[src/rtl/core/phoh_fifo.sv]
// Small request queue; DEPTH must be a power of two
module phoh_fifo #(
  parameter int WIDTH = 8,
  parameter int DEPTH = 4
) (
  input  logic             clk,
  input  logic             rst,
  input  logic             wr_en,
  input  logic [WIDTH-1:0] wr_data,
  output logic             full,
  input  logic             rd_en,
  output logic [WIDTH-1:0] rd_data,
  output logic             empty
);

  localparam int PTR_W = $clog2(DEPTH);
  localparam int CNT_W = $clog2(DEPTH + 1);

  logic [WIDTH-1:0] slots [DEPTH];
  logic [PTR_W-1:0] wr_ptr;
  logic [PTR_W-1:0] rd_ptr;
  logic [CNT_W-1:0] count;

  assign full    = (count == CNT_W'(DEPTH));
  assign empty   = (count == '0);
  assign rd_data = slots[rd_ptr];

  // Storage
  always_ff @(posedge clk) begin
    if (wr_en) begin
      slots[wr_ptr] <= wr_data;
    end
  end

  // Pointers and fill level
  always_ff @(posedge clk) begin
    if (rst) begin
      wr_ptr <= '0;
      rd_ptr <= '0;
      count  <= '0;
    end else begin
      if (wr_en) begin
        wr_ptr <= wr_ptr + 1'b1;
      end
      if (rd_en) begin
        rd_ptr <= rd_ptr + 1'b1;
      end
      unique case ({wr_en, rd_en})
        2'b10:   count <= count + 1'b1;
        2'b01:   count <= count - 1'b1;
        default: count <= count;
      endcase
    end
  end

endmodule

[config.mk]
export PLATFORM = sky130hd
export DESIGN_NAME = phoh_fifo
export DESIGN_NICKNAME = d
export VERILOG_FILES = /design/src/rtl/core/phoh_fifo.sv
export SDC_FILE = /design/constraint.sdc
export NUM_CORES = 1
export LEC_CHECK = 0
export BUFFER_PORTS_ARGS = -buffer_cell sky130_fd_sc_hd__buf_2
export CELL_PAD_IN_SITES_DETAIL_PLACEMENT = 1
export CELL_PAD_IN_SITES_GLOBAL_PLACEMENT = 1
export CORE_UTILIZATION = 35
export DETAILED_ROUTE_END_ITERATION = 10
export PLACE_DENSITY_LB_ADDON = 0.25
export RECOVER_POWER = 25
export SLEW_MARGIN = 20
export SYNTH_ARGS = -nofsm -noshare
export SYNTH_HDL_FRONTEND = slang
export SYNTH_SLANG_ARGS = --single-unit
[constraint.sdc]
create_clock -name clk -period 3.57 [get_ports clk]
set_input_delay 0.1785 -clock clk [delete_from_list [all_inputs] [get_ports clk]]
set_output_delay 0.1785 -clock clk [all_outputs]
set_load 0.01 [all_outputs]
# Word level (Yosys, flattened, before mapping)

Memory sizes are Yosys's and may differ from the RTL's. A register that Yosys moved wholly into a read port is not among the register bits.
Index checks and enable logic that the tools add are counted.

Register bits: 7
Memory bits (writable): 32
Bits of input ports: 12
Output and inout port bits: 10
Word-level logic and storage cells: 18
Memories: 1

Add/sub/neg operators: 4
Equality and inequality tests: 3
Mux-type cells: 5
Reduce and logical (&&, ||, !) cells: 2

Memories:

| name  | words | bits a word | rd ports | clocked after memory_dff | wr ports | RTL line | text |
|---|---|---|---|---|---|---|---|
| slots | 4     | 8           | 1        | 1                        | 1        | 19       | `logic [WIDTH-1:0] slots [DEPTH];` |

Operators with widths:

| kind                                                               | count |
|---|---|
| 3-bit one-hot mux with 2 select lines                              | 1 |
| 2-bit by 1-bit adder with 2-bit output, second input constant      | 2 |
| 2-bit two-way mux                                                  | 2 |
| 3-bit by 1-bit adder with 3-bit output, second input constant      | 1 |
| 3-bit == test, second input constant                               | 1 |
| 3-bit zero test                                                    | 1 |
| 3-bit by 1-bit subtractor with 3-bit output, second input constant | 1 |
| 2-bit by 1-bit == test with 1-bit output, second input constant    | 1 |
| 2-bit == test, second input constant                               | 1 |
| 1-bit two-way mux                                                  | 2 |
| 2-bit nonzero test                                                 | 1 |

# Depth between registers and ports, before layout

Gate-level depths: netlist of run 1.

Depth after elaboration: 3
Mapped depth: 7
Depth with buffers taken out: 7

# Worst setup path after synthesis of run 1

OpenSTA, ideal clock, no wires.

Kind: register -> register
From: register count[0]
To: register count[2]
Library setup time: 70 ps
Data arrival time: 1,391 ps
Required time: 3,500 ps
Path slack: 2,109 ps
Cell stages (with the launch flop): 6
Buffers on the path: 0
Period minus slack after synthesis: 1,461 ps
Cells stage by stage: dfxtp_1 > inv_1 > fa_1 > xor2_1 > or3_1 > a21oi_1

Longest elaborated chain between the ends: 2
Elaborated cells on any way between the ends: 3
Those cells by class: 2 x add/sub; 1 x mux

Ends and longest elaborated chain:

| element                                                                                                      | RTL line | text |
|---|---|---|
| start: declaration                                                                                           | 22       | `logic [CNT_W-1:0] count;` |
| start signal: assignment                                                                                     | 49       | `2'b10: count <= count + 1'b1;` |
| start signal: assignment                                                                                     | 50       | `2'b01: count <= count - 1'b1;` |
| start signal: assignment                                                                                     | 51       | `default: count <= count;` |
| 3-bit by 1-bit subtractor with 3-bit output / 3-bit by 1-bit adder with 3-bit output (equally long branches) | 50, 49   |  |
| 3-bit one-hot mux with 2 select lines *                                                                      | 48       | `unique case ({wr_en, rd_en})` |

Every way passes the cells marked *; elsewhere a longest branch is shown, timed or not.
A chain may end at the register's enable or synchronous reset.

==> out/metrics.cfg, run 1 <==
[status]
status = complete, no violations

[finish]
fin_util = 0.429
fill_cells = 433
n_antenna_cell = 0
fin_area_um2 = 1870
layout.nets = 132
finalNonFillerCells = 167
syn2layout_area_growth_pct = 17.4
drive_gt1_frac = 0.270

[yosys]
synthTopCellsByArea = edfxtp_1 (60%), dfxtp_1 (11%), mux4_2 (11%), ha_1 (3.9%), nor2_1 (1.9%)
synth_area_um2 = 1590
ys_ff_latch = 41
yosys_warnings = 0
avgSynthCellArea_um2 = 17.9
yosys.area.top_type_share = 0.604
synth-seq-area-share = 0.717
ys_types = 20
synth_area_leader_cell = edfxtp_1
synth_nets = 107
netlist_instances = 89

[clocking]
clk_pin_slew_worst_paths_ps = 70
clock_path_buffers = 2
holdBufCountCts = 0
cts_resized = 0
cts_tree = built
cts_sinks = 41
cts_max_level = 2
cts_setup_buffers = 0
cts_root_buf = clkbuf_8
cts-buffers-inserted = 5
clock_latency_ps = 290

[routing]
routed_via_density = 4.72
remaining_drc_errors = 0
num_vias = 788
routedWlPerCell_um = 16.8
dr.pass1.iters = 3
drt_iter0_markers = 29
wl_um = 2810
postRouteAntennaNets = 0

[floorplan]
die_area_um2 = 4820
core_um2 = 4350
dieWidth_um = 69.4
start_util = 0.366
num_rows = 24
pin_count = 22
die_h_um = 69.4

[timing]
fin_setup_tns_ps = 0
finalSetupViolations = 0
hold_viol_final = 0
fmax_mhz = 534
rsz0062_at_grt = false
fin_skew_ps = 8.87
finalCriticalPeriod_ps = 1870
period_share = 0.525
finalMaxSlewViolations = 0
worstMarginPinSlew_ps = 538
maxSlewHeadroom = 0.641

[global_route]
first_global_vias = 978
gr-total-overflow = 0
grt_usage = 0.135
antenna_found_initial = 0
grt_pass1_wl_um = 4740
grt_max_degree = 14

[power_and_ir_drop]
ir_drop_v = 0.000360
total_power_mw = 1.11
p_leak_nw = 0.669
p_per_area_nw_per_um2 = 594

[placement]
placed_cell_area_um2 = 1740
io_buffers = 21
post-dp-hpwl_um = 2030
dp.cells = 159
gp_congestion = 0.662

[setup_path]
critPathLaunchType = flip-flop
worstPathArrival_ps = 1690
cp.required_ps = 3390
crit_type = reg -> out
cp-end-kind = primary output
worstPathMaxFanout = 8

[hold_path]
hp-class = in -> reg

[run]
cap_violations = 0

[worst max-delay path: stages (launching register included)]
cell and delay (ps):
dfxtp_1 660, mux4_2 590, buf_2 160
[placed cells by master (no fill, tap or decap), drive strengths merged]
master,synthesis,routed
edfxtp,32,32
buf,1,15
clkbuf,2,11
dfxtp,9,9
mux4,8,8
nor2,8,8
inv,6,6
ha,5,5
and2,4,4
xor2,3,3
xnor2,2,2
a21oi,2,2
bufinv,0,2
nor3,1,1
and3,1,1
nand2,1,1
mux2i,1,1
o21ai,1,1
or3,1,1
fa,1,1
clkinv,0,1
[flip-flops by register name (all words and copies together), names as in the netlist, named ones only]
signal,cells
slots,32
rd_ptr,2
wr_ptr,2
count,3
[synthesized netlist by cell type (all sizes together)]
master / instances
o21ai: 1
mux4: 8
or3: 1
xnor2: 2
dfxtp: 9
clkbuf: 2
a21oi: 2
ha: 5
and2: 4
inv: 6
xor2: 3
fa: 1
and3: 1
nand2: 1
edfxtp: 32
mux2i: 1
nor2: 8
nor3: 1
buf: 1
[metal layers]
layer  track usage  wire (µm)  vias to the layer above
li1              -          -                      373
met4        0.0544         47                        0
met5             0          0                        -
met1         0.145       1150                      392
met3        0.0465        110                        6
met2         0.241       1500                       17
[cell families after synthesis]
group                    synth area share
AO/OA/AOI/OAI                     0.00943
multiplexers                        0.119
flip-flops                          0.717
XOR/XNOR                           0.0275
buffers and inverters              0.0267
adder cells (fa/ha/maj)            0.0519
AND/OR/NAND/NOR                    0.0480
[path summary, 6_finish.rpt]
kind / end / cells after the start / slack (ps) / start
hold reg to reg: count[2]$_SDFFE_PP0P_ / 2 / 500 / count[2]$_SDFFE_PP0P_
setup reg to reg: count[2]$_SDFFE_PP0P_ / 5 / 2010 / count[0]$_SDFFE_PP0P_
setup / recovery: rd_data[4] / 2 / 1700 / flip-flop
hold / removal: slots[0][2]$_DFFE_PP_ / 1 / 110 / wr_data[2]
[power breakdown]
part           total [mW]  switching (mW)  leakage, nW  internal (mW)
registers           0.564          0.0204        0.368          0.544
clock network       0.437           0.159       0.0681          0.278
logic               0.109          0.0556        0.233         0.0533
total                1.11           0.235        0.669          0.875
[per-stage QoR]
step                hold slack (ps)  worst slack [ps]
detailed placement              402              1900
floorplan                       277              2110
CTS                            93.0              1640
finish                          105              1700
global route                    112              1560
global placement                392              1940
[layout make-up]
class	instances	area, µm²	share of cell area
clock buffer	5	68.8	0.0368
sequential	41	1140	0.611
timing repair buffer	21	97.6	0.0522
multi-input combinational	39	408	0.218
tap	52	65.1	0.0348
clock inverter	3	65.1	0.0348
inverter	6	22.5	0.0121
Power figures use the tool's default switching activity.
==> run 2: changes to the inputs <==
clock period = 1.5 ns   (was 3.57 ns; I/O delays follow)
==> out/metrics.cfg, run 2 (same netlist as run 1, synthesis figures left out) <==
[finish]
layout.nets = 144  ; was 132
mostFrequentLayoutCells = edfxtp_1 (32), buf_2 (12), mux4_2 (8), nor2_1 (8)  ; was edfxtp_1 (32), buf_2 (15), dfxtp_1 (9)
drive_gt1_frac = 0.339  ; was 0.270
fill_cells = 429  ; was 433
fin_util = 0.456  ; was 0.429
largest_reg_flops = 32  ; unchanged
final_common_cell = edfxtp_1  ; unchanged
n_antenna_cell = 0  ; unchanged
finalNonFillerCells = 179  ; was 167
syn2layout_area_growth_pct = 24.8  ; was 17.4%
top_regs = slots: 32 flops, count: 3 flops  ; unchanged
top_register = slots  ; unchanged

[setup_path]
crit_family = multiplexers  ; was flip-flops
cp_slowest_cell = mux4_2  ; was dfxtp_1
cp-end-kind = primary output  ; unchanged
worstPathArrival_ps = 1420  ; was 1690 ps
cp.required_ps = 1420  ; was 3390 ps
crit_chain = buf_12 > mux4_2 > buf_6  ; was mux4_2 > buf_2
worstPathMaxFanout = 8  ; unchanged
cp.buffers_inverters = 2  ; was 1
critPathLaunchType = flip-flop  ; unchanged
crit_type = reg -> out  ; unchanged
critical-path-max-stage-delay_ps = 520  ; was 660 ps

[timing]
fin_skew_ps = 3.43  ; was 8.87 ps
period_share = 0.999
fin_setup_tns_ps = 0  ; unchanged
finalCriticalPeriod_ps = 1500
rsz0062_at_grt = true  ; was false
hold_viol_final = 0  ; unchanged
fmax_mhz = 668
whs_ps = 49.7  ; was 105 ps
worstMarginPinSlew_ps = 237  ; was 538 ps
finalMaxSlewViolations = 0  ; unchanged
finalSetupViolations = 0  ; unchanged
maxSlewHeadroom = 0.842  ; was 0.641

[global_route]
grt_pass1_wl_um = 4660  ; was 4740 µm
first_global_vias = 877  ; was 978
grt_max_degree = 14  ; unchanged
gr-total-overflow = 0  ; unchanged
grt_usage = 0.134  ; was 0.135
antenna_found_initial = 0  ; unchanged

[power_and_ir_drop]
ir_drop_v = 0.000573  ; was 0.000360 V
p_leak_nw = 0.728  ; was 0.669 nW
p_per_area_nw_per_um2 = 1240  ; was 594 nW/µm²

[clocking]
cts_root_buf = clkbuf_8  ; unchanged
cts_tree = built  ; unchanged
clk_pin_slew_worst_paths_ps = 70  ; about the same
clock_latency_ps = 290  ; about the same
cts_setup_buffers = 0  ; unchanged
cts-buffers-inserted = 5  ; unchanged
clock_path_buffers = 2  ; unchanged
cts_sinks = 41  ; unchanged
cts_max_level = 2  ; unchanged

[floorplan]
die_area_um2 = 4820  ; unchanged
num_rows = 24  ; unchanged
pin_count = 22  ; unchanged
core_um2 = 4350  ; unchanged
die_h_um = 69.4  ; unchanged
dieWidth_um = 69.4  ; unchanged
start_util = 0.366  ; unchanged

[status]
status = complete, no violations  ; unchanged

[routing]
remaining_drc_errors = 0  ; unchanged
dr.pass1.iters = 4  ; was 3
routedWlPerCell_um = 16.0  ; was 16.8 µm
wl_um = 2870  ; was 2810 µm
drt_iter0_markers = 46  ; was 29
postRouteAntennaNets = 0  ; unchanged
num_vias = 823  ; was 788
routed_via_density = 4.60  ; was 4.72

[hold_path]
hp-class = in -> reg  ; unchanged

[run]
cap_violations = 0  ; unchanged

[placement]
dp.cells = 166  ; was 159
io_buffers = 21  ; unchanged
gp_congestion = 0.661  ; was 0.662

==> run 2: cell types whose count changed in the layout (fill, tap and decap cells not counted) <==
cell,delta
buf_4,+6
dlygate4sd3_1,+5
buf_6,+4
dfxtp_1,-4
dfxtp_2,+4
buf_2,-3
bufinv_16,-2
buf_12,+1
clkbuf_16,+1
fa_1,-1
fa_2,+1
==> run 2: worst reg2reg max path: stages, from the launching register on <==
cell	delay, ps
dfxtp_2	330
inv_1	60
fa_2	390
xor2_1	150
or3_1	300
a21oi_1	130
==> run 2: layer usage <==
layer / part of all wire / up-vias / global-route usage
li1: - / 400 / -
met1: 0.46 / 398 / 0.167
met2: 0.49 / 20 / 0.210
met3: 0.041 / 5 / 0.0451
met4: 0.014 / 0 / 0.0612
met5: 0 / - / 0
==> run 2: path summary, 6_finish.rpt <==
| check | from | to | slack (ps) | cells past startpoint |
|---|---|---|---|---|
| hold reg to reg | count[1]$_SDFFE_PP0P_ | count[1]$_SDFFE_PP0P_ | 500 | 2 |
| hold / removal | rst | count[2]$_SDFFE_PP0P_ | 50 | 2 |
| setup reg to reg | count[0]$_SDFFE_PP0P_ | count[2]$_SDFFE_PP0P_ | 70 | 5 |
| setup / recovery | flip-flop | rd_data[4] | 2 | 3 |
==> run 2: area by class of cell <==
cell class	count	area, µm²	share of cell area
multi-input cells	39	410	0.207
clock inverters	1	5.00	0.00252
well taps	52	65.1	0.0328
inverters	6	22.5	0.0113
repair buffers	33	239	0.120
flip-flops and latches	41	1150	0.577
clock buffers	7	97.6	0.0491
==> run 2: per-stage QoR <==
stage                     area [µm²]  power, mW  setup WS (ps)
after floorplan                 1590       1.53           39.3
after global placement          1810       1.65           30.5
after detailed placement        1810       1.67          -21.8
after CTS                       1940       2.48          -31.6
after global routing            1990       2.59          -71.0
final                           1990       2.46           1.88
==> run 2: power by group <==
part / total [mW] / switching [mW] / internal, mW
combinational: 0.338 / 0.157 / 0.181
sequential: 1.33 / 0.0364 / 1.30
clock: 0.792 / 0.365 / 0.427
==> run 2: timing repair <==
action | CTS | global route
setup endpoints to repair | 9 | 9
hold buffers | 1 | 4
hold endpoints to repair | 4 | 12
resized for setup | 5 | 5
