### src/rtl/core/phoh_pkg.sv
package phoh_pkg;

  // Field and counter widths
  localparam int THRESH_W    = 26;
  localparam int CHIP_CNT_W  = 20;
  localparam int STAVE_CNT_W = 23;
  localparam int TOTAL_W     = 26;
  localparam int EVT_W       = 32;
  localparam int COUNT_W     = 23;

  // Threshold after reset: 0.025 % of 12*9*1024*512 pixels, rounded down
  localparam logic [THRESH_W-1:0] THRESH_RESET = 26'd14155;

  // Epoch tag kept with every histogram word; a word counts only when its tag
  // matches the current event's epoch
  localparam int EPOCH_W = 8;

  // Index fields sized for the largest geometry: 3 layers x 32 staves x 16 chips
  localparam int SIDX_MAX_W = 7;
  localparam int CIDX_MAX_W = 11;

  // Action codes on the input
  localparam logic [1:0] ACT_HIT  = 2'd0;
  localparam logic [1:0] ACT_EOE  = 2'd1;
  localparam logic [1:0] ACT_READ = 2'd2;

  // Layer code that only counts as an event entry
  localparam logic [1:0] LAYER_ENTRY_ONLY = 2'd3;

  typedef enum logic [1:0] {
    CMD_HIT,
    CMD_EOE,
    CMD_READ,
    CMD_NOP
  } cmd_kind_t;

  typedef struct packed {
    logic [1:0] action;
    logic [1:0] layer;
    logic [4:0] stave;
    logic [3:0] chip;
    logic       read_stave_total;
  } item_t;

  typedef struct packed {
    logic                   hit_accepted;
    logic                   bad_address;
    logic                   event_done;
    logic                   event_empty;
    logic                   above_threshold;
    logic [TOTAL_W-1:0]     layer0_total;
    logic [TOTAL_W-1:0]     layer1_total;
    logic [TOTAL_W-1:0]     layer2_total;
    logic [EVT_W-1:0]       events_processed;
    logic [EVT_W-1:0]       events_above;
    logic [COUNT_W-1:0]     count_value;
  } result_t;

  // Classified request passed from front to back
  typedef struct packed {
    cmd_kind_t              kind;
    logic [1:0]             layer;
    logic                   located;
    logic                   bad;
    logic                   rd_stave;
    logic [SIDX_MAX_W-1:0]  s_idx;
    logic [CIDX_MAX_W-1:0]  c_idx;
  } cmd_t;

  typedef struct packed {
    logic [EPOCH_W-1:0]     epoch;
    logic [CHIP_CNT_W-1:0]  cnt;
  } chip_word_t;

  typedef struct packed {
    logic [EPOCH_W-1:0]     epoch;
    logic [STAVE_CNT_W-1:0] cnt;
  } stave_word_t;

endpackage

### src/rtl/core/phoh_front.sv
// Decodes the action and resolves layer/stave/chip into histogram indexes
module phoh_front #(
  parameter int unsigned STAVES_LAYER0   = 12,
  parameter int unsigned STAVES_LAYER1   = 16,
  parameter int unsigned STAVES_LAYER2   = 20,
  parameter int unsigned CHIPS_PER_STAVE = 9
) (
  input  phoh_pkg::item_t item,
  output phoh_pkg::cmd_t  cmd
);

  import phoh_pkg::*;

  logic [SIDX_MAX_W-1:0] limit;
  logic [SIDX_MAX_W-1:0] base;
  logic [SIDX_MAX_W-1:0] s_idx;
  logic [3:0]            chip_eff;
  logic                  need_chip;
  logic                  chip_ok;
  logic                  stave_ok;
  logic                  located;
  cmd_kind_t             kind;

  // Stave range and first stave slot of each layer
  always_comb begin
    unique case (item.layer)
      2'd0: begin
        limit = SIDX_MAX_W'(STAVES_LAYER0);
        base  = '0;
      end
      2'd1: begin
        limit = SIDX_MAX_W'(STAVES_LAYER1);
        base  = SIDX_MAX_W'(STAVES_LAYER0);
      end
      2'd2: begin
        limit = SIDX_MAX_W'(STAVES_LAYER2);
        base  = SIDX_MAX_W'(STAVES_LAYER0 + STAVES_LAYER1);
      end
      default: begin
        limit = '0;
        base  = '0;
      end
    endcase
  end

  // Action decode
  always_comb begin
    unique case (item.action)
      ACT_HIT:  kind = CMD_HIT;
      ACT_EOE:  kind = CMD_EOE;
      ACT_READ: kind = CMD_READ;
      default:  kind = CMD_NOP;
    endcase
  end

  // Geometry check; a stave read ignores the chip field
  assign need_chip = (kind == CMD_HIT) || !item.read_stave_total;
  assign chip_ok   = {1'b0, item.chip} < 5'(CHIPS_PER_STAVE);
  assign stave_ok  = {2'b00, item.stave} < limit;
  assign located   = (item.layer != LAYER_ENTRY_ONLY) && stave_ok && (!need_chip || chip_ok);
  assign chip_eff  = chip_ok ? item.chip : 4'd0;
  assign s_idx     = located ? base + SIDX_MAX_W'(item.stave) : '0;

  always_comb begin
    cmd          = '0;
    cmd.kind     = kind;
    cmd.layer    = item.layer;
    cmd.located  = located;
    cmd.rd_stave = item.read_stave_total;
    cmd.s_idx    = s_idx;
    cmd.c_idx    = located ? CIDX_MAX_W'(s_idx) * CIDX_MAX_W'(CHIPS_PER_STAVE)
                             + CIDX_MAX_W'(chip_eff) : '0;
    unique case (kind)
      CMD_HIT:  cmd.bad = (item.layer != LAYER_ENTRY_ONLY) && !located;
      CMD_READ: cmd.bad = !located;
      default:  cmd.bad = 1'b0;
    endcase
  end

endmodule

### config.mk
export PLATFORM = sky130hd
export DESIGN_NAME = phoh_front
export DESIGN_NICKNAME = d
export VERILOG_FILES = /design/src/rtl/core/phoh_pkg.sv /design/src/rtl/core/phoh_front.sv
export SDC_FILE = /design/constraint.sdc
export NUM_CORES = 1
export LEC_CHECK = 0
export BUFFER_PORTS_ARGS = -buffer_cell sky130_fd_sc_hd__buf_4
export CAP_MARGIN = 25
export CORE_MARGIN = 2
export CORE_UTILIZATION = 45
export DETAILED_ROUTE_END_ITERATION = 12
export PLACE_DENSITY = 0.76
export SYNTH_ARGS = -nofsm -noshare
export SYNTH_HDL_FRONTEND = slang
export SYNTH_SLANG_ARGS = --single-unit
### constraint.sdc
create_clock -name vclk -period 5.8
set_clock_uncertainty 0.05 [all_clocks]
set_input_delay 0.29 -clock vclk [all_inputs]
set_output_delay 0.29 -clock vclk [all_outputs]
set_load 0.005 [all_outputs]
After elaboration in Yosys (flattened, before gate mapping). Cells that the tools add are included.

Register bits after elaboration: 0. Bits of input ports: 14. Output and inout bits: 25. Logic and storage cells: 29.

$add $sub $neg: 2. Multipliers: 1. Magnitude comparators: 2. Equality and inequality tests: 6. Muxes and demuxes: 7. Reductions and logical operators: 11.

Operator list (number): case mux 5 bit (3 select lines) (1); adder 11 x 4 -> 11 bit (1); multiplier 7 x 4 -> 11 bit (second input constant) (1); 2-to-1 mux 11 bit (1); case mux 5 bit (2 select lines) (1); adder 7 x 5 -> 7 bit (1); < comparator 5 x 7 -> 1 bit (1); 2-to-1 mux 7 bit (1); equality test 2 bit (second input constant) (3); zero test 2 bit (3); case mux 2 bit (3 select lines) (1); equality test 2 x 1 -> 1 bit (second input constant) (2); < comparator 4 bit (second input constant) (1); 2-to-1 mux 4 bit (1); logical AND 1 bit (3); zero test 1 bit (3); logical OR 1 bit (2); != test 2 bit (second input constant) (1); case mux 1 bit (2 select lines) (1).

Logic depth before layout (Yosys ltp). Gate-level depths: netlist of run 1.

Depth after elaboration: 11. Mapped depth: 17. Gate-level depth less buffers: 17.

Worst setup path after synthesis of run 1. OpenSTA, ideal clock, no wires.

Kind: input to output. Start point: input item[10] (netlist name). End point: output cmd[7] (netlist name). Data arrival time: 3.219 ns. Data required time: 5.460 ns. Path slack: 2.241 ns. Stages on the path: 13. Buffers on the path: 0. Cells stage by stage: inv_1 > ha_1 > ha_1 > inv_1 > fa_1 > nor2_1 > ha_1 > ha_1 > ha_1 > nor2b_4 > o31a_2 > o31ai_1 > o211a_1.

RTL lines: start, declared (line phoh_front.sv:8) `input phoh_pkg::item_t item,`; end, declared (line phoh_front.sv:9) `output phoh_pkg::cmd_t cmd`.

==> reports/metrics.csv, run 1 <==
stage;metric;value;unit
finish;multi-input logic area;731;um2
logic_synthesis;syn avg cell area;7.69;um2
min_path;Worst Hold End;cmd[18];
detailed_routing;vias per inst;5.23;
finish;Filler Cells Inserted;163;
placed_design;port bufs;37;
pwr;Power Density;93.8;nW/um2
pwr;sw frac;49.2;%
worst_setup_path;kind of cell adding the most delay to the critical path;adder cells;
pwr;P_sw;0.0000502;W
finish;clock buf count;0;
die;Starting Density;48.0;%
global_route;vias in the first global route;752;
finish;layout cells sized above 1;29.9;%
finish;nets;180;
logic_synthesis;count leader, synth;ha_1;
detailed_routing;Iteration-0 DRC Markers;15;
flow_run;# Max-Cap Violations;0;
worst_setup_path;Worst EP arrival;3.99;ns
finish;Post-Route Utilization;62.4;%
sta;setup violators final;0;
worst_setup_path;endpoint class of the critical path;primary output;
finish;Reg area;0;um2
global_route;first-pass GRT wire length;3220;um
logic_synthesis;Post-synth top cells;ha_1 (25), inv_1 (13), nor2_1 (8);
die;CORE AREA;1750;um2
die;height of the die;47.2;um
die;full die area;2220;um2
placed_design;routability cong.;0.761;
worst_setup_path;most frequent CP cell;ha_1;
logic_synthesis;Yosys warning total;0;
detailed_routing;Initial DRT Pass Iterations;4;
sta;Final Cycle Share;74.6;%
placed_design;DP Area;1090;um2
cts;post-CTS sizing;0;
worst_setup_path;cells along the critical path;buf_4, inv_1, ha_1, inv_1, ha_1, o21ai_0, nand3_1, inv_1, and2_1, ha_1, ha_1, ha_1, o21ai_0, o21bai_1, or3_1, a31oi_1, buf_4;
sta;Final Hold Vio Count;0;
global_route;initial antenna violation count;0;
pwr;Gate power share;100.0;%
detailed_routing;Final Routed Wirelength;2050;um
die;num ports;39;
detailed_routing;DR DRC count;0;
sta;Max Slew Vio Count;0;
pwr;VDD IR max;0.0645;mV
die;chip width;47.2;um
detailed_routing;vias;847;
sta;Setup TNS;0;ns
cts;CTS Hold Bufs;0;
min_path;Tightest Hold Check Type;input pin to primary output;
worst_setup_path;Worst setup SP type;input pin;
worst_setup_path;critical path peak fanout;11;
global_route;GRT overflow;0;
pwr;Clock power frac;0;%
logic_synthesis;Synth area leaders;ha_1 (37%), inv_1 (5.8%), buf_4 (5.4%);
worst_setup_path;WS Path Type;input pin to primary output;
finish;Diodes inserted;0;
min_path;Hold Path Origin;item[0];
worst_setup_path;CP max stage cell;nand3_1;
logic_synthesis;post-synth design cell area;838;um2
finish;fin area;1090;um2
die;row count;15;
pwr;leak pwr;0.633;nW
worst_setup_path;slowest cell delay on critical path;0.34;ns
logic_synthesis;sequential fraction of the synthesis area;0;%
worst_setup_path;CP required;5.46;ns
min_path;WHS Path Cells;2;
global_route;total track usage;19.3;%
logic_synthesis;Netlist cell types;34;
sta;minimum hold slack;0.711;ns
worst_setup_path;critical path startpoint;item[10];
worst_setup_path;Worst path depth;17;
pwr;sequential share of power;0;%
detailed_routing;Final ANT Viol Nets;0;
status;status;finished, final reports clean;
sta;minimum clock period after layout;4.33;ns
pwr;Internal Power;0.0000519;W
sta;FMAX;231;MHz
logic_synthesis;Synth top area share;37.3;%
worst_setup_path;CP bufs+invs;5;
cts;buffer count from post-CTS setup fixing;0;
placed_design;placed wire-length estimate;1800;um
placed_design;dpl ws;1.46;ns
finish;flip-flop and latch count;0;
finish;Area growth, synth to finish;29.9;%
detailed_routing;Routed WL per cell;12.7;um
sta;RSZ-0062 raised after global routing;no;
logic_synthesis;Gate Count Post-Synth;109;
logic_synthesis;Yosys top cell by area;ha_1;
sta;Setup WS post-layout;1.47;ns
global_route;pin count of the biggest net entering global routing;12;
==> routing by layer <==
layer	wire, um	track usage [%]	up-vias
li1	-	-	433
met3	107	1.15	2
met1	885	24.8	384
met2	1060	37.3	28
met4	2	0	0
met5	0	0	-
==> logic make-up after synthesis <==
| kind of cell | after synthesis | synth area share (%) |
|---|---|---|
| adder cells (fa/ha/maj) | 27 | 42.1 |
| other | 1 | 0.447 |
| XOR/XNOR | 1 | 1.04 |
| AND/OR/NAND/NOR | 31 | 21.0 |
| AO/OA/AOI/OAI | 26 | 22.1 |
| buffers and inverters | 23 | 13.3 |
==> layout by cell type (no fill, tap or decap), types with 2 or more instances in the layout <==
| cell | Yosys | layout |
|---|---|---|
| fa_1 | 2 | 2 |
| inv_1 | 13 | 13 |
| nor2_1 | 8 | 8 |
| nor3_1 | 6 | 6 |
| nand3_1 | 2 | 2 |
| and2_1 | 5 | 5 |
| buf_4 | 6 | 37 |
| ha_1 | 25 | 25 |
| a21o_1 | 2 | 2 |
| conb_1 | 1 | 2 |
| a21oi_1 | 3 | 3 |
| nor2b_1 | 4 | 4 |
| o21ai_0 | 6 | 6 |
| a211oi_1 | 3 | 3 |
| o21a_1 | 3 | 3 |
==> metrics by stage <==
step / cells / power [W]
final: 162 / 0.000102
after global placement: 162 / 0.0000997
after global routing: 162 / 0.000117
after CTS: 162 / 0.000103
after detailed placement: 162 / 0.000103
after floorplan: 110 / 0.0000642
==> power by group through the flow <==
stage | Combinational (W) | Sequential [W] | Clock (W)
2_1_floorplan | 0.0000642 | 0 | 0
3_3_place_gp | 0.0000997 | 0 | 0
3_5_place_dp | 0.000103 | 0 | 0
4_1_cts | 0.000103 | 0 | 0
5_1_grt | 0.000117 | 0 | 0
6_report | 0.000102 | 0 | 0
==> worst max path at each step <==
stage,endpoint,slack (ns)
final,cmd[6],1.47
after global routing,cmd[8],1.12
after detailed placement,cmd[7],1.46
after CTS,cmd[7],1.45
after global placement,cmd[7],1.58
after floorplan,cmd[7],2.24
==> area by class of cell <==
type                            count  area share (%)
Inverter                           13            4.48
Timing Repair Buffer               37            25.5
Tap cell                           25            2.87
Multi-Input combinational cell     87            67.1
Note: power is estimated with default switching activity, not from simulation.
==> run 2, diff against run 1 <==
--- a/config.mk
+++ b/config.mk
@@ -5,12 +5,13 @@
 export SDC_FILE = /design/constraint.sdc
 export NUM_CORES = 1
 export LEC_CHECK = 0
+export ABC_AREA = 1
 export BUFFER_PORTS_ARGS = -buffer_cell sky130_fd_sc_hd__buf_4
 export CAP_MARGIN = 25
 export CORE_MARGIN = 2
 export CORE_UTILIZATION = 45
 export DETAILED_ROUTE_END_ITERATION = 12
-export PLACE_DENSITY = 0.76
+export PLACE_DENSITY = 0.74
 export SYNTH_ARGS = -nofsm -noshare
 export SYNTH_HDL_FRONTEND = slang
 export SYNTH_SLANG_ARGS = --single-unit
==> constraint.sdc (replaced) <==
create_clock -name vclk -period 4.5
set_clock_uncertainty 0.05 [all_clocks]
set_input_delay 0.225 -clock vclk [all_inputs]
set_output_delay 0.225 -clock vclk [all_outputs]
set_load 0.005 [all_outputs]
==> run 2 against run 1 <==
Core utilization fell by 2.2 points. Sequential share of layout area did not move. Clock-buffer cell count did not move. Die area rose by 9.8%. Cell count rose by 25%. Power rose by 41%. Worst hold slack got worse by 0.14 ns. Global-route usage fell by 4.0 points. Critical endpoint is now cmd[8]. Synthesized cell count rose by 35%. Design area rose by 8.4%. Synthesized area rose by 11%. Highest routed layer is now met3. First-iteration DRC count fell by 80%.
==> reports/metrics.csv, run 2 <==
stage;metric;value;unit;change
logic_synthesis;sequential fraction of the synthesis area;0;%;unchanged
pwr;leak pwr;0.759;nW;+20%
worst_setup_path;Worst setup SP type;input pin;;
worst_setup_path;CP required;4.22;ns;-1.24 ns
finish;most frequent cells in the layout;buf_4 (37), inv_1 (32), nand2_1 (26), ha_1 (25), nor2_1 (13);;
pwr;sw frac;53.5;%;+4.3 points
logic_synthesis;Gate Count Post-Synth;147;;+35%
pwr;VDD IR max;0.0615;mV;-4.6%
logic_synthesis;syn avg cell area;6.32;um2;-18%
global_route;vias in the first global route;814;;+8.2%
finish;Area growth, synth to finish;27.1;%;
flow_run;# Max-Cap Violations;0;;unchanged
sta;Final Cycle Share;83.8;%;
sta;RSZ-0062 raised after global routing;no;;
worst_setup_path;kind of cell adding the most delay to the critical path;adder cells;;
sta;setup violators final;0;;unchanged
detailed_routing;vias;907;;+7.1%
placed_design;dpl ws;0.701;ns;-0.756 ns
die;full die area;2440;um2;+9.8%
global_route;GRT overflow;0;;unchanged
worst_setup_path;WS Path Type;input pin to primary output;;
pwr;Gate power share;100.0;%;about the same
die;CORE AREA;1960;um2;+12%
sta;FMAX;265;MHz;
detailed_routing;Routed WL per cell;8.66;um;-32%
global_route;first-pass GRT wire length;3130;um;-2.8%
logic_synthesis;count leader, synth;inv_1;;
detailed_routing;Final Routed Wirelength;1760;um;-14%
placed_design;routability cong.;0.797;;+4.8%
die;row count;16;;+1
finish;flip-flop and latch count;0;;unchanged
detailed_routing;Final ANT Viol Nets;0;;unchanged
min_path;Tightest Hold Check Type;input pin to primary output;;
detailed_routing;Initial DRT Pass Iterations;4;;unchanged
logic_synthesis;Post-synth top cells;inv_1 (32), nand2_1 (26), ha_1 (25), nor2_1 (13);;
sta;Setup TNS;0;ns;unchanged
finish;fin area;1180;um2;+8.4%
finish;commonest non-fill, non-tap cell in the layout;buf_4;;
worst_setup_path;slowest cell delay on critical path;0.36;ns;+0.02 ns
finish;Diodes inserted;0;;unchanged
sta;minimum clock period after layout;3.77;ns;
pwr;Clock power frac;0;%;unchanged
die;Starting Density;47.3;%;-0.71 points
die;height of the die;49.4;um;+4.8%
cts;CTS Hold Bufs;0;;unchanged
pwr;Internal Power;0.0000668;W;+29%
worst_setup_path;CP bufs+invs;6;;+1
logic_synthesis;Yosys warning total;0;;unchanged
logic_synthesis;Netlist cell types;20;;-41%
global_route;pin count of the biggest net entering global routing;12;;unchanged
finish;Reg area;0;um2;unchanged
global_route;total track usage;15.3;%;-4.0 points
pwr;P_sw;0.0000768;W;+53%
global_route;grt met1 use;20.3;%;-4.5 points
sta;Setup WS post-layout;0.727;ns;-0.743 ns
cts;post-CTS sizing;0;;unchanged
global_route;initial antenna violation count;0;;unchanged
status;status;finished, final reports clean;;
detailed_routing;Iteration-0 DRC Markers;3;;-12
placed_design;DP Area;1180;um2;+8.4%
cts;buffer count from post-CTS setup fixing;0;;unchanged
worst_setup_path;critical path peak fanout;11;;unchanged
worst_setup_path;most frequent CP cell;nand2_1;;
finish;layout cells sized above 1;31.8;%;+1.9 points
die;num ports;39;;unchanged
global_route;global routing's busiest layer;met2;;
logic_synthesis;post-synth design cell area;928;um2;+11%
detailed_routing;vias per inst;4.47;;-15%
global_route;GR Util met2;29.1;%;-8.2 points
global_route;GR Layer Usage met3;0.307;%;-0.85 points
sta;Max Slew Vio Count;0;;unchanged
sta;minimum hold slack;0.575;ns;-0.137 ns
pwr;sequential share of power;0;%;unchanged
logic_synthesis;Synth area leaders;ha_1 (34%), inv_1 (13%), nand2_1 (11%);;
placed_design;port bufs;37;;unchanged
die;chip width;49.4;um;+4.8%
sta;Final Hold Vio Count;0;;unchanged
placed_design;placed wire-length estimate;1660;um;-7.9%
finish;clock buf count;0;;unchanged
finish;nets;219;;+22%
worst_setup_path;Worst EP arrival;3.50;ns;-0.49 ns
logic_synthesis;Synth top area share;33.7;%;-3.6 points
detailed_routing;DR DRC count;0;;unchanged
worst_setup_path;cells along the critical path;buf_4, inv_2, ha_1, inv_1, ha_1, nand2_1, inv_1, nand2_1, nand3_2, nor2_4, inv_2, nor2_2, ha_1, ha_1, ha_1, nand3_1, nand3_1, nand2_1, nand2_1, nand2_1, nand2_1, nor2_1, buf_4;;
worst_setup_path;CP max stage cell;ha_1;;
worst_setup_path;endpoint class of the critical path;primary output;;
pwr;Power Density;122;nW/um2;+30%
logic_synthesis;Yosys top cell by area;ha_1;;
[run 2: cell types whose count changed in the layout (fill, tap and decap cells not counted), sizes merged, moves of 9 or more]
cell   change
nand2     +26
inv       +24
nor2      +16
nand3      +9
[run 2: cell families (layout without fill, tap and decap cells)]
kind of cell / after synthesis / in the layout / share of synthesized area [%]
simple gates: 62 / 62 / 31.8
buf+inv: 46 / 74 / 21.8
fa+ha+maj: 27 / 27 / 38.0
compound gates: 7 / 7 / 4.18
xor+xnor: 4 / 4 / 3.77
other cells: 1 / 2 / 0.404
[run 2: metal layers]
metal	wire [um]	vias up
met3	89	0
met4	0	0
met2	833	27
met5	0	-
li1	-	497
met1	835	383
[run 2: worst paths after layout]
kind              endpoint  cells past startpoint      from
setup / recovery    cmd[8]                     23  item[10]
hold / removal     cmd[18]                      2   item[0]
[run 2: area by class of cell]
class | instances | area (um2)
Inverter | 37 | 139
Multi-Input combinational cell | 102 | 729
Tap cell | 27 | 33.8
Fill cell | 203 | 782
Timing Repair Buffer | 37 | 278
[run 2: power by group through the flow]
stage | combinational, W | sequential [W] | clock (W)
final | 0.000144 | 0 | 0
after CTS | 0.000146 | 0 | 0
after global placement | 0.000142 | 0 | 0
after floorplan | 0.000101 | 0 | 0
after global routing | 0.000166 | 0 | 0
after detailed placement | 0.000146 | 0 | 0
[run 2: metrics by stage]
| step | util, % | total power, W | instances |
|---|---|---|---|
| after floorplan | - | 0.000101 | 148 |
| after global placement | 60.1 | 0.000142 | 203 |
| after detailed placement | 60.1 | 0.000146 | 203 |
| after CTS | 60.1 | 0.000146 | 203 |
| after global routing | 60.1 | 0.000166 | 203 |
| final | 60.1 | 0.000144 | 203 |
==> run 3, diff against run 2 <==
==> constraint.sdc (replaced) <==
create_clock -name vclk -period 3.6
set_clock_uncertainty 0.05 [all_clocks]
set_input_delay 0.18 -clock vclk [all_inputs]
set_output_delay 0.18 -clock vclk [all_outputs]
set_load 0.005 [all_outputs]
==> run 3 against run 2 <==
Flip-flop and latch count is the same. Critical endpoint is now cmd[7]. Non-clock buffer count grew 4. Largest power group unchanged. Design area grew 11%. Global-route usage grew 0.91 points. Sequential share of layout area is the same. Critical path type unchanged. Via count grew 6.4%. Setup slack lost 0.49 ns. Power grew 58%.
==> reports/metrics.csv, run 3 (same netlist as run 2, synthesis figures left out) <==
stage;metric;value;unit;change
status;status;finished, final reports clean;;
die;height of the die;49.4;um;unchanged
sta;Final Hold Vio Count;0;;unchanged
pwr;Clock power frac;0;%;unchanged
placed_design;port bufs;37;;unchanged
die;chip width;49.4;um;unchanged
detailed_routing;DR DRC count;0;;unchanged
worst_setup_path;WS Path Type;input pin to primary output;;
placed_design;placed wire-length estimate;1790;um;+7.6%
sta;minimum clock period after layout;3.37;ns;
finish;Diodes inserted;0;;unchanged
pwr;Gate power share;100.0;%;about the same
detailed_routing;Final Routed Wirelength;2140;um;+22%
finish;layout cells sized above 1;37.8;%;+6.0 points
worst_setup_path;CP bufs+invs;6;;unchanged
detailed_routing;Routed WL per cell;10.4;um;+20%
flow_run;# Max-Cap Violations;0;;unchanged
finish;Filler Cells Inserted;167;;-18%
placed_design;DP Area;1190;um2;+1.3%
pwr;P_sw;0.000117;W;+52%
pwr;VDD IR max;0.105;mV;+70%
finish;fin area;1310;um2;+11%
worst_setup_path;slowest cell delay on critical path;0.31;ns;-0.05 ns
sta;setup violators final;0;;unchanged
global_route;total track usage;16.2;%;+0.91 points
global_route;vias in the first global route;837;;+2.8%
pwr;sw frac;51.5;%;-2.0 points
pwr;sequential share of power;0;%;unchanged
sta;FMAX;297;MHz;
worst_setup_path;critical path peak fanout;8;;-3
worst_setup_path;most frequent CP cell;ha_1;;
worst_setup_path;CP max stage cell;ha_1;;
finish;Area growth, synth to finish;41.5;%;
sta;Setup TNS;0;ns;unchanged
sta;Max Slew Vio Count;0;;unchanged
global_route;initial antenna violation count;0;;unchanged
worst_setup_path;endpoint class of the critical path;primary output;;
detailed_routing;vias;965;;+6.4%
cts;CTS Hold Bufs;0;;unchanged
finish;clock buf count;0;;unchanged
finish;multi-input logic area;828;um2;+14%
die;num ports;39;;unchanged
finish;flip-flop and latch count;0;;unchanged
min_path;Tightest Hold Check Type;input pin to primary output;;
worst_setup_path;Worst setup SP type;input pin;;
pwr;Power Density;173;nW/um2;+42%
worst_setup_path;cells along the critical path;buf_4, inv_1, ha_1, inv_1, ha_1, a21oi_2, nand3_2, nor2_4, inv_6, nor2_4, ha_1, ha_1, ha_4, nand2_1, inv_1, nand3_1, nand3_1, nand2_1, nand2_1, nor2_1, buf_4;;
detailed_routing;vias per inst;4.66;;+4.3%
die;row count;16;;unchanged
global_route;first-pass GRT wire length;3270;um;+4.6%
global_route;pin count of the biggest net entering global routing;9;;-3
die;CORE AREA;1960;um2;unchanged
detailed_routing;Iteration-0 DRC Markers;11;;+8
sta;Final Cycle Share;93.5;%;
finish;commonest non-fill, non-tap cell in the layout;buf_4;;
finish;most frequent cells in the layout;buf_4 (41), inv_1 (32), nand2_1 (26), ha_1 (20), nor2_1 (12);;
placed_design;routability cong.;0.779;;-2.4%
finish;Reg area;0;um2;unchanged
worst_setup_path;kind of cell adding the most delay to the critical path;adder cells;;
die;Starting Density;47.3;%;unchanged
die;full die area;2440;um2;unchanged
pwr;Internal Power;0.000110;W;+65%
detailed_routing;Initial DRT Pass Iterations;4;;unchanged
global_route;GRT overflow;0;;unchanged
worst_setup_path;CP required;3.37;ns;-0.85 ns
detailed_routing;Final ANT Viol Nets;0;;unchanged
worst_setup_path;Worst EP arrival;3.14;ns;-0.36 ns
finish;nets;223;;+1.8%
pwr;leak pwr;0.779;nW;+2.6%
==> run 3: changes by cell type in the layout (fill, tap and decap cells not counted), sizes merged <==
cell,change
buf,+4
==> run 3: final timing paths <==
path	startpoint	to	slack, ns	cells after the start
max	item[11]	cmd[7]	0.23	21
min	item[0]	cmd[18]	0.48	2
==> run 3: routing by layer <==
metal  vias up  GRT usage [%]  wire, um
li1        503              -         -
met1       431           19.6       914
met2        29           32.0      1100
met3         2           1.23       105
met4         0          0.926        21
met5         -              0         0
==> run 3: layout make-up <==
class                      instances  area share (%)
tap                               27            2.57
inverter                          37            11.0
timing repair buffer              41            23.4
multi-input combinational        102            63.0
==> run 3: stage by stage <==
stage	std cells	utilization (%)	hold slack [ns]	worst slack [ns]	power [W]
after floorplan	148	-	0.346	0.381	0.000126
after global placement	205	60.9	0.485	0.137	0.000183
after detailed placement	205	60.9	0.485	0.0445	0.000189
after CTS	205	60.9	0.485	0.0418	0.000190
after global routing	207	67.0	0.486	-0.0122	0.000253
final	207	67.0	0.483	0.234	0.000227
==> run 3: power by group through the flow <==
stage	combinational, W	sequential [W]	clock [W]
after floorplan	0.000126	0	0
after CTS	0.000190	0	0
after global routing	0.000253	0	0
final	0.000227	0	0
after detailed placement	0.000189	0	0
after global placement	0.000183	0	0
==> run 3: repair_timing <==
action | in CTS | in global routing
buffers inserted | 0 | 2
resized for setup | 0 | 16
setup endpoints to repair | 0 | 6
